### src/design/fqm_pkg.sv
// fqm_pkg: shared types, constants and tables for the two-component Faraday Q/U unit.
// Used by every module in the design folder; depends on nothing.
package fqm_pkg;

  // port and field widths
  localparam int LAM_W      = 32;
  localparam int OUT_W      = 18;
  localparam int CFG_IDX_W  = 3;
  localparam int CFG_DATA_W = 29;

  // CORDIC sizing
  localparam int CORDIC_STAGES_DEF = 18;
  localparam int CORDIC_MAX        = 24;
  localparam int XW                = 34;  // x/y datapath, signed
  localparam int ZW                = 33;  // residual angle, signed turn fraction

  // damping series
  localparam int HORNER_TERMS = 12;
  localparam int EXP_STAGES   = 31;       // largest integer part of 2*t^2

  // fixed-point constants
  localparam logic [30:0] INV_PI   = 31'd1367130551;  // round(2^32/pi)
  localparam logic [31:0] GAIN_Q32 = 32'd2608131496;  // CORDIC gain inverse, Q.32
  localparam logic [30:0] E_INV    = 31'd1580030169;  // e^-1, Q.32
  localparam logic [32:0] ONE_Q32  = 33'h1_0000_0000;

  // arctan(2^-i) as a 32-bit turn fraction
  localparam logic [31:0] ATAN_TURNS [CORDIC_MAX] = '{
    32'h20000000, 32'h12E4051E, 32'h09FB385B, 32'h051111D4, 32'h028B0D43,
    32'h0145D7E1, 32'h00A2F61E, 32'h00517C55, 32'h0028BE53, 32'h00145F2F,
    32'h000A2F98, 32'h000517CC, 32'h00028BE6, 32'h000145F3, 32'h0000A2F9,
    32'h0000517C, 32'h000028BE, 32'h0000145F, 32'h00000A2F, 32'h00000517,
    32'h0000028B, 32'h00000145, 32'h000000A2, 32'h00000051
  };

  // floor(2^36/k) for the Horner divisors k = 12 down to 1
  localparam logic [36:0] HORNER_RECIP [HORNER_TERMS] = '{
    37'(64'h10_0000_0000 / 64'd12), 37'(64'h10_0000_0000 / 64'd11),
    37'(64'h10_0000_0000 / 64'd10), 37'(64'h10_0000_0000 / 64'd9),
    37'(64'h10_0000_0000 / 64'd8),  37'(64'h10_0000_0000 / 64'd7),
    37'(64'h10_0000_0000 / 64'd6),  37'(64'h10_0000_0000 / 64'd5),
    37'(64'h10_0000_0000 / 64'd4),  37'(64'h10_0000_0000 / 64'd3),
    37'(64'h10_0000_0000 / 64'd2),  37'(64'h10_0000_0000 / 64'd1)
  };

  // register indexes
  typedef enum logic [CFG_IDX_W-1:0] {
    REG_AMP_ONE, REG_AMP_TWO, REG_ANGLE_ONE, REG_ANGLE_TWO,
    REG_RM_ONE, REG_RM_TWO, REG_DISPERSION
  } cfg_reg_t;

  // quadrant of the phase
  typedef enum logic [1:0] {QUAD_0, QUAD_1, QUAD_2, QUAD_3} quad_t;

  typedef struct packed {
    logic [16:0] amp_one;
    logic [16:0] amp_two;
    logic [15:0] angle_one;
    logic [15:0] angle_two;
    logic [28:0] rot_measure_one;
    logic [28:0] rot_measure_two;
    logic [23:0] dispersion;
  } cfg_t;

  // one component, ready for the rotator
  typedef struct packed {
    quad_t       quad;
    logic [31:0] resid;   // signed turn fraction within +-1/8 turn
    logic [30:0] x_init;  // amplitude times gain inverse, Q.30
  } comp_t;

  // one classified sample passed from front to back
  typedef struct packed {
    comp_t       comp_one;
    comp_t       comp_two;
    logic [4:0]  exp_int;
    logic [31:0] exp_frac;
    logic        damp_zero;
  } item_t;

endpackage

### src/design/fqm_queue.sv
// fqm_queue: short FIFO between front and back; the head is popped into a register.
// Depends on fqm_pkg.
module fqm_queue (
  input  logic           clk,
  input  logic           rst_n,
  input  logic           push,
  input  fqm_pkg::item_t push_item,
  output logic           full,
  output logic           pop_valid,
  output fqm_pkg::item_t pop_item
);
  import fqm_pkg::*;

  localparam int DEPTH = 4;
  localparam int PW    = $clog2(DEPTH);

  item_t         mem_r [DEPTH];
  logic [PW-1:0] wr_ptr_r, rd_ptr_r;
  logic [PW:0]   cnt_r, cnt_nxt;
  logic          pop;
  logic          pop_valid_r;
  item_t         pop_item_r;

  // back side never stalls, so the head leaves whenever present
  assign pop = (cnt_r != '0);

  always_comb begin
    cnt_nxt = cnt_r;
    if (push && !pop) begin
      cnt_nxt = cnt_r + 1'b1;
    end else if (!push && pop) begin
      cnt_nxt = cnt_r - 1'b1;
    end
  end

  // pointers and count
  always_ff @(posedge clk) begin
    if (!rst_n) begin
      wr_ptr_r    <= '0;
      rd_ptr_r    <= '0;
      cnt_r       <= '0;
      pop_valid_r <= 1'b0;
    end else begin
      if (push) wr_ptr_r <= wr_ptr_r + 1'b1;
      if (pop)  rd_ptr_r <= rd_ptr_r + 1'b1;
      cnt_r       <= cnt_nxt;
      pop_valid_r <= pop;
    end
  end

  // storage and registered read
  always_ff @(posedge clk) begin
    if (push) begin
      mem_r[wr_ptr_r] <= push_item;
    end
    pop_item_r <= mem_r[rd_ptr_r];
  end

  assign full      = (cnt_r == (PW + 1)'(DEPTH));
  assign pop_valid = pop_valid_r;
  assign pop_item  = pop_item_r;

endmodule

### config.mk
export PLATFORM = sky130hd
export DESIGN_NAME = fqm_queue
export DESIGN_NICKNAME = d
export VERILOG_FILES = /design/src/design/fqm_pkg.sv /design/src/design/fqm_queue.sv
export SDC_FILE = /design/constraint.sdc
export NUM_CORES = 1
export LEC_CHECK = 0
export BUFFER_PORTS_ARGS = -buffer_cell sky130_fd_sc_hd__clkbuf_2
export CAP_MARGIN = 20
export CORE_AREA = 2 2 225 227
export DETAILED_ROUTE_END_ITERATION = 7
export DIE_AREA = 0 0 227 229
export PLACE_DENSITY_LB_ADDON = 0.12
export SETUP_SLACK_MARGIN = 0.2
export SLEW_MARGIN = 20
export SYNTH_ARGS = -nofsm -noshare
export SYNTH_HDL_FRONTEND = slang
export SYNTH_SLANG_ARGS = --single-unit
### constraint.sdc
create_clock -name clk -period 5.8 [get_ports clk]
set_clock_uncertainty 0.2 [all_clocks]
set_input_delay 0.29 -clock clk [delete_from_list [all_inputs] [get_ports clk]]
set_output_delay 0.29 -clock clk [all_outputs]
set_load 0.1 [all_outputs]
---- Word level (Yosys, flattened, before mapping) ----
Memory sizes are Yosys's and may differ from the RTL's. A register that Yosys moved wholly into a read port is not among the register bits.
Cells that the tools add are included.
operators by class
  add/sub/neg operators ................... 4
  multiply operators ...................... 0
  div/mod/pow operators ................... 0
  $lt $le $gt $ge ......................... 0
  equal/unequal tests ..................... 1
  shift-type cells ........................ 0
  mux-type cells .......................... 4
  bitwise logic cells ..................... 0
  reductions and logical operators ........ 6
operators by type and width
  cell                                                                count
  3-bit two-way mux                                                   2
  2-bit by 1-bit adder with 2-bit output, second input constant       2
  3-bit by 1-bit adder with 3-bit output, second input constant       1
  3-bit == test, second input constant                                1
  3-bit nonzero test                                                  1
  3-bit by 1-bit subtractor with 3-bit output, second input constant  1
  1-bit logical AND                                                   2
  1-bit logical NOT                                                   2
  1-bit two-way mux                                                   2
  2-bit nonzero test                                                  1
storage, ports and cells
  register bits after elaboration ......... 8
  latch bits .............................. 0
  bits in writable memories ............... 672
  ROM bits ................................ 0
  output and inout bits ................... 170
  logic and storage cells ................. 20
  memories ................................ 1
memory list
  name   depth  bits a word  rd ports  clocked after memory_dff  wr ports  RTL line         text
  mem_r  4      168          1         1                         1         fqm_queue.sv:17  item_t mem_r [DEPTH];

---- Depth between registers and ports, before layout ----
Gate-level depths: netlist (run 1).
  depth after elaboration ................. 4
  depth in mapped cells ................... 6
  depth with buffers taken out ............ 5

---- Worst setup path after synthesis (run 1) ----
Ideal clock, no wire load.
  path type ............................... flip-flop to flip-flop
  start ................................... reg wr_ptr_r[0]
  end ..................................... mem mem_r[0][0] (netlist name) (enable)
  data arrival time ....................... 4374 ps
  required time ........................... 5052 ps
  setup slack ............................. 679 ps
  cell stages (with the launch flop) ...... 4
  cell sequence ........................... dfxtp_1 inv_1 ha_1 and2_1
RTL lines
  item                      RTL line         text
  start: declaration        fqm_queue.sv:18  logic [PW-1:0] wr_ptr_r, rd_ptr_r;
  start signal: assignment  fqm_queue.sv:44  if (push) wr_ptr_r <= wr_ptr_r + 1'b1;
  end: declaration          fqm_queue.sv:17
Straight into the memory's write port.

---- Worst setup path after layout (run 1) ----
  start ................................... reg wr_ptr_r[0]
  end ..................................... mem mem_r[1][130] (netlist name) (enable)
Straight into the memory's write port.

==> results of run 1 <==
cells in the final DEF (no fill, tap or decap), drive strengths merged, types with 2 or more instances in the layout:
cell / n
and2: 7
buf: 12
bufinv: 5
clkbuf: 457
clkinv: 28
dfxtp: 176
diode: 3
dlygate4sd3: 171
edfxtp: 672
ha: 5
inv: 5
mux2i: 2
mux4: 168
nand2b: 2
nor2b: 2
o21ai: 2
or3: 2
xnor2: 2
xor2: 2
cell type report:
type,count,area (um2),area share [%]
sequential,848,23710,67.91
inverter,2,7.507,0.02150
multi-input combinational,201,4048,11.59
clock buffer,117,2400,6.873
antenna,3,7.507,0.02150
clock inverter,36,310.3,0.8887
timing repair buffer,523,3591,10.28
tap,672,840.8,2.408
synth_stat cells:
cell type,count
nor3b_1,1
o21ai_0,2
buf_6,12
a21o_1,1
mux4_2,168
clkbuf_1,5
inv_1,2
and3_1,1
xor2_1,2
edfxtp_1,672
o31ai_1,1
and2_1,7
buf_2,21
a21boi_0,1
mux2i_1,2
ha_1,5
nor2b_1,2
buf_4,1
nand2_1,1
nor3_1,1
nand2b_1,2
dfxtp_1,176
or3_1,2
xnor2_1,2
kinds of logic after synthesis:
family | after synthesis | share of synthesized area [%]
multiplexers | 170 | 13.58
XOR/XNOR | 4 | 0.1251
adder cells (fa/ha/maj) | 5 | 0.2233
buffers and inverters | 41 | 0.9781
AND/OR/NAND/NOR | 17 | 0.3707
flip-flops | 848 | 84.61
AO/OA/AOI/OAI | 5 | 0.1162
stage by stage:
stage	power (mW)	setup WS, ns
6_report	19.76	3.297
5_1_grt	20.43	3.160
4_1_cts	19.97	3.234
3_5_place_dp	14.62	3.245
3_3_place_gp	14.59	3.250
2_1_floorplan	13.51	0.6786
layer usage:
| metal | GRT usage, % | up-vias | part of all wire (%) |
|---|---|---|---|
| met3 | 4.875 | 85 | 6.5 |
| met1 | 28.63 | 6567 | 43 |
| met4 | 6.781 | 4 | 2.3 |
| met2 | 31.91 | 358 | 49 |
| li1 | - | 5677 | - |
| met5 | 0 | - | 0.052 |
state kept, by name (all words and copies together), names as in the netlist:
register	flops
mem_r	672
pop_item	168
cnt_r	3
rd_ptr_r	2
wr_ptr_r	2
pop_valid	1
power by group through the flow:
stage          clock network [mW]  registers [mW]  logic [mW]
6_report                     5.24            7.73        6.80
3_3_place_gp                    0            7.86        6.74
3_5_place_dp                    0            7.86        6.76
4_1_cts                      5.36            7.74        6.87
5_1_grt                      5.61            7.81        7.01
2_1_floorplan                   0            11.9        1.57
path summary, 6_finish.rpt:
check | start | end | cells past startpoint
max | wr_ptr_r[0] | mem_r[1][130] | 3
min | push_item[34] | mem_r[3][34] | 2
max reg2reg | wr_ptr_r[0] | mem_r[1][130] | 3
min reg2reg | cnt_r[2] | cnt_r[2] | 2
critical path, cell delays in order, from the launching register on:
cell,delay (ns)
dfxtp_1,0.39
ha_1,0.17
and2_4,0.79
buf_12,0.48
==> flow_summary.toml, run 1 <==
[run_status]
outcome = "complete, no violations"

[global_route]
antenna_found_initial = 4
grt_pass1_vias = 13520
grt_pass1_wl_um = 78360
grt_overflow = 0
grt_max_degree = 95
grt_use_total_pct = 20.35

[clock_tree]
cts_hold_buf = 171
clk_pin_slew_worst_paths_ns = 0.06
cts_tree = "yes"
cts_resized = 0
clockBufferDepth = 3
cts_buffers = 83
cts_root_buf = "clkbuf_16"
post_cts_buffers = 0
cts_sinks = 848
cts.htree.levels = 3
insertion_delay_ns = 0.60

[pwr]
power.switching_mw = 7.834
power_density_nw_per_um2 = 566.0
leakagePower_nw = 12.28
p_clk_share_pct = 26.5
switching_share_pct = 39.64
seqPwrFrac_pct = 39.1
p_int_mw = 11.93
combPwrFrac_pct = 34.4
vdd_ir_drop_max_v = 0.0005222

[detailed_routing]
drc_errors = 0
wl_um = 51490
drt-pass1-iter-count = 4
wl_per_cell_um = 21.43
drtAntennaViolNets = 0
viasPerCell = 5.284
drtIter0Drc = 742
vias = 12690

[timing]
tightest_slew_ns = 1.020
rsz0062_at_grt = "false"
drv_slew = 0
fin_crit_sh_pct = 43.16
hold_ws_ns = 0.2432
setup_viol = 0
max_freq_mhz = 399.5
relSlewSlack_pct = 32.03
hold_viol = 0
finalCriticalPeriod_ns = 2.503
tns_ns = 0

[placement]
placed_cell_area_um2 = 30490
gp_congestion = 0.7466
place_inst = 2075
hpwlAfterDp_um = 28760
numPortBuffers = 340

[logic_synthesis]
synth.avg_cell_area_um2 = 25.70
synth_top_cell_area_share_pct = 72.03
synth_area_leader_cell = "edfxtp_1"
ys_warn_count = 0
synth-seq-cells = 848
yosysSeqAreaShare_pct = 84.61
netlist_top_cells_area = "edfxtp_1, mux4_2, dfxtp_1"
ys_types = 24
syn_inst = 1090
synth_area_um2 = 28010
syn_nets = 1266

[floorplanning]
start_util_pct = 56.42
die_h_um = 229
die_area_um2 = 51980
die_w_um = 227
fp.coreArea_um2 = 49660
fp-row-count = 82
ioPinCount = 341

[critical_path]
path_max_fanout = 79
r2r_slack_ns = 3.30
critical_path.endpoint_type = "register"
crit_type = "register to register"
required_ns = 5.83
worst_setup_path_start_kind = "register"
arrival_ns = 2.53

[hold_path]
holdCritPathClass = "input port to register"

[final_layout]
drive_gt1_share_pct = 37.75
instances_no_fill = 2402
syn_to_final_growth_pct = 24.63
nNetsFinal = 1835
fillers = 3114
design_area_um2 = 34910
fin_util_pct = 70.31

[flow_run]
max_cap_violations = 0
Note: power is estimated with default switching activity, not from simulation.
==> run 2, diff against run 1 <==
Settings changed: CORE_AREA 2 2 225 227 to 2 2 236 238, DIE_AREA 0 0 227 229 to 0 0 238 240.
Clock period 5.8 ns to 2.2 ns, I/O delays scaled along.
==> run 2 against run 1 <==
  * Sequential cell count unchanged
  * Via count grew 1.1%
  * Final area grew 1.8%
  * Non-clock buffer count grew 29
  * Hold slack worse by 0.19 ns
  * Register-to-register slack worse by 2.9 ns
  * Count of clock-buffer cells in the layout grew 4
  * Utilization decreased by 5.3 points
  * First-iteration DRC count down 15%
  * Sequential power grew to 2.6 times the previous value
  * Worst setup slack worse by 3.0 ns
  * Critical path type is now register to output pin
  * Largest cell class unchanged
==> flow_summary.toml, run 2 (same netlist as run 1, synthesis figures left out) <==
[critical_path]
reg2reg_depth = 4
endpoint = "full"
r2r_slack_ns = 0.41
arrival_ns = 1.61
path_max_fanout = 5
worst_setup_path_start_kind = "register"
crit_buf_inv = 1
crit_slowest_cell = "dfxtp_1"
cpLargestDelayFamily = "flip-flops"
reg2reg_to = "cnt_r[1]"
cp_num_cells = 2
required_ns = 1.89
crit-reg2reg-launch = "cnt_r[0]"
slowest_delay_ns = 0.39
crit_chain = "nor3b_2 -> clkbuf_8"
critical_path.startpoint = "cnt_r[2]"
crit_type = "register to output pin"
critical_path.endpoint_type = "output pin"

[clock_tree]
insertion_delay_ns = 0.61
cts_buffers = 85
clockBufferDepth = 3
cts_tree = "yes"
cts_root_buf = "clkbuf_16"
cts_sinks = 848
clk_pin_slew_worst_paths_ns = 0.06
cts.htree.levels = 3

[pwr]
seqPwrFrac_pct = 38.1
power.switching_mw = 20.97
power_mw = 53.13
vdd_ir_drop_max_v = 0.0009954
switching_share_pct = 39.47
p_int_mw = 32.16
combPwrFrac_pct = 35.1
leakagePower_nw = 12.55
p_clk_share_pct = 26.8
power_density_nw_per_um2 = 1495

[global_route]
grt_pass1_vias = 13500
grtUsageMet3_pct = 5.683
grtUsageMet1_pct = 26.11
grt_overflow = 0
antenna_found_initial = 8
grt_pass1_wl_um = 81160
grt_max_degree = 62
grt_use_met2_pct = 30.30
grt.busiest_layer = "met2"
grt_use_total_pct = 19.15

[timing]
hold_viol = 0
rsz0062_at_grt = "false"
setup_viol = 0
finalCriticalPeriod_ns = 1.922
fin_crit_sh_pct = 87.37
drv_slew = 0
max_freq_mhz = 520.2
relSlewSlack_pct = 57.21
tightest_slew_ns = 0.6447

[placement]
place_inst = 2137
gp_congestion = 0.7301
hpwlAfterDp_um = 32120
numPortBuffers = 340

[detailed_routing]
vias = 12830
drtIter0Drc = 630
drt-pass1-iter-count = 5
drc_errors = 0
drtAntennaViolNets = 0
wl_um = 54100
wl_per_cell_um = 21.89
viasPerCell = 5.190

[final_layout]
fillers = 3673
instances_no_fill = 2471
final_common_cell = "edfxtp_1"
nNetsFinal = 1866
syn_to_final_growth_pct = 26.90
final_cell_mix = "edfxtp_1, clkbuf_2, dfxtp_1"
drive_gt1_share_pct = 39.33
largest_register_ffs = 672
largest_register = "mem_r"

[floorplanning]
start_util_pct = 51.25
die_area_um2 = 57120
die_w_um = 238
die_h_um = 240
fp.coreArea_um2 = 54660
ioPinCount = 341
fp-row-count = 86

[hold_path]
holdCritPathClass = "input port to register"
hold_depth = 2

[flow_run]
max_cap_violations = 0

[run_status]
outcome = "complete, no violations"
## run 2: power by group through the flow
stage	sequential (mW)	clock (mW)	combinational [mW]
after global placement	20.5	0	18.6
after floorplan	31.4	0	4.15
after CTS	20.3	14.6	18.9
after detailed placement	20.6	0	18.6
after global routing	20.4	15.2	19.3
final	20.2	14.2	18.7
## run 2: per-layer routing
| metal | vias to the layer above | share of wire [%] |
|---|---|---|
| met2 | 343 | 48 |
| li1 | 5762 | - |
| met1 | 6611 | 43 |
| met4 | 8 | 2.3 |
| met3 | 101 | 6.5 |
| met5 | - | 0.11 |
## run 2: layout make-up
type                       instances  area [um2]  share of cell area, %
sequential                       848       23710                  66.70
antenna                            5       12.51                0.03520
multi-input combinational        201        4058                  11.41
clock inverter                    38       329.1                 0.9257
tap                              704       880.8                  2.478
inverter                           2       7.507                0.02112
clock buffer                     121        2496                  7.022
timing repair buffer             552        4053                  11.40
## run 2: how the worst min path moves through the flow
stage                              start             to  slack [ns]
after floorplan             push_item[0]    mem_r[0][0]       0.009
after global placement     push_item[22]   mem_r[1][22]        0.12
after detailed placement  push_item[149]  mem_r[0][149]        0.13
after CTS                   push_item[1]    mem_r[3][1]        0.01
after global routing        push_item[1]    mem_r[2][1]        0.02
final                      push_item[27]   mem_r[2][27]        0.06
## run 2: what timing repair did
| action | 4_1_cts | 5_1_grt |
|---|---|---|
| pin swaps | 0 | 1 |
| resized for setup | 2 | 1 |
| buffers inserted | 0 | 0 |
| endpoints found under the setup margin | 1 | 2 |
| hold buffers | 170 | 0 |
| endpoints found under the hold margin | 685 | 0 |
## run 2: worst register-to-register path, cell delays in order (launching register included)
cell	delay, ns
dfxtp_1	0.39
nor3_2	0.26
ha_1	0.32
or3_1	0.37
a21boi_0	0.18
## run 2: per-stage QoR
step / area, um2 / TNS (ns) / hold slack [ns] / setup WS (ns) / util (%)
final: 35550 / 0 / 0.05569 / 0.2778 / 65.03
after global routing: 35540 / 0 / 0.02494 / 0.2062 / 65.02
after CTS: 35530 / 0 / 0.009669 / 0.2502 / 65.00
after detailed placement: 31000 / 0 / 0.1293 / 0.3156 / 56.70
after global placement: 31000 / 0 / 0.1245 / 0.3666 / 56.70
after floorplan: 28030 / -86.03 / 0.008869 / -0.1348 / -
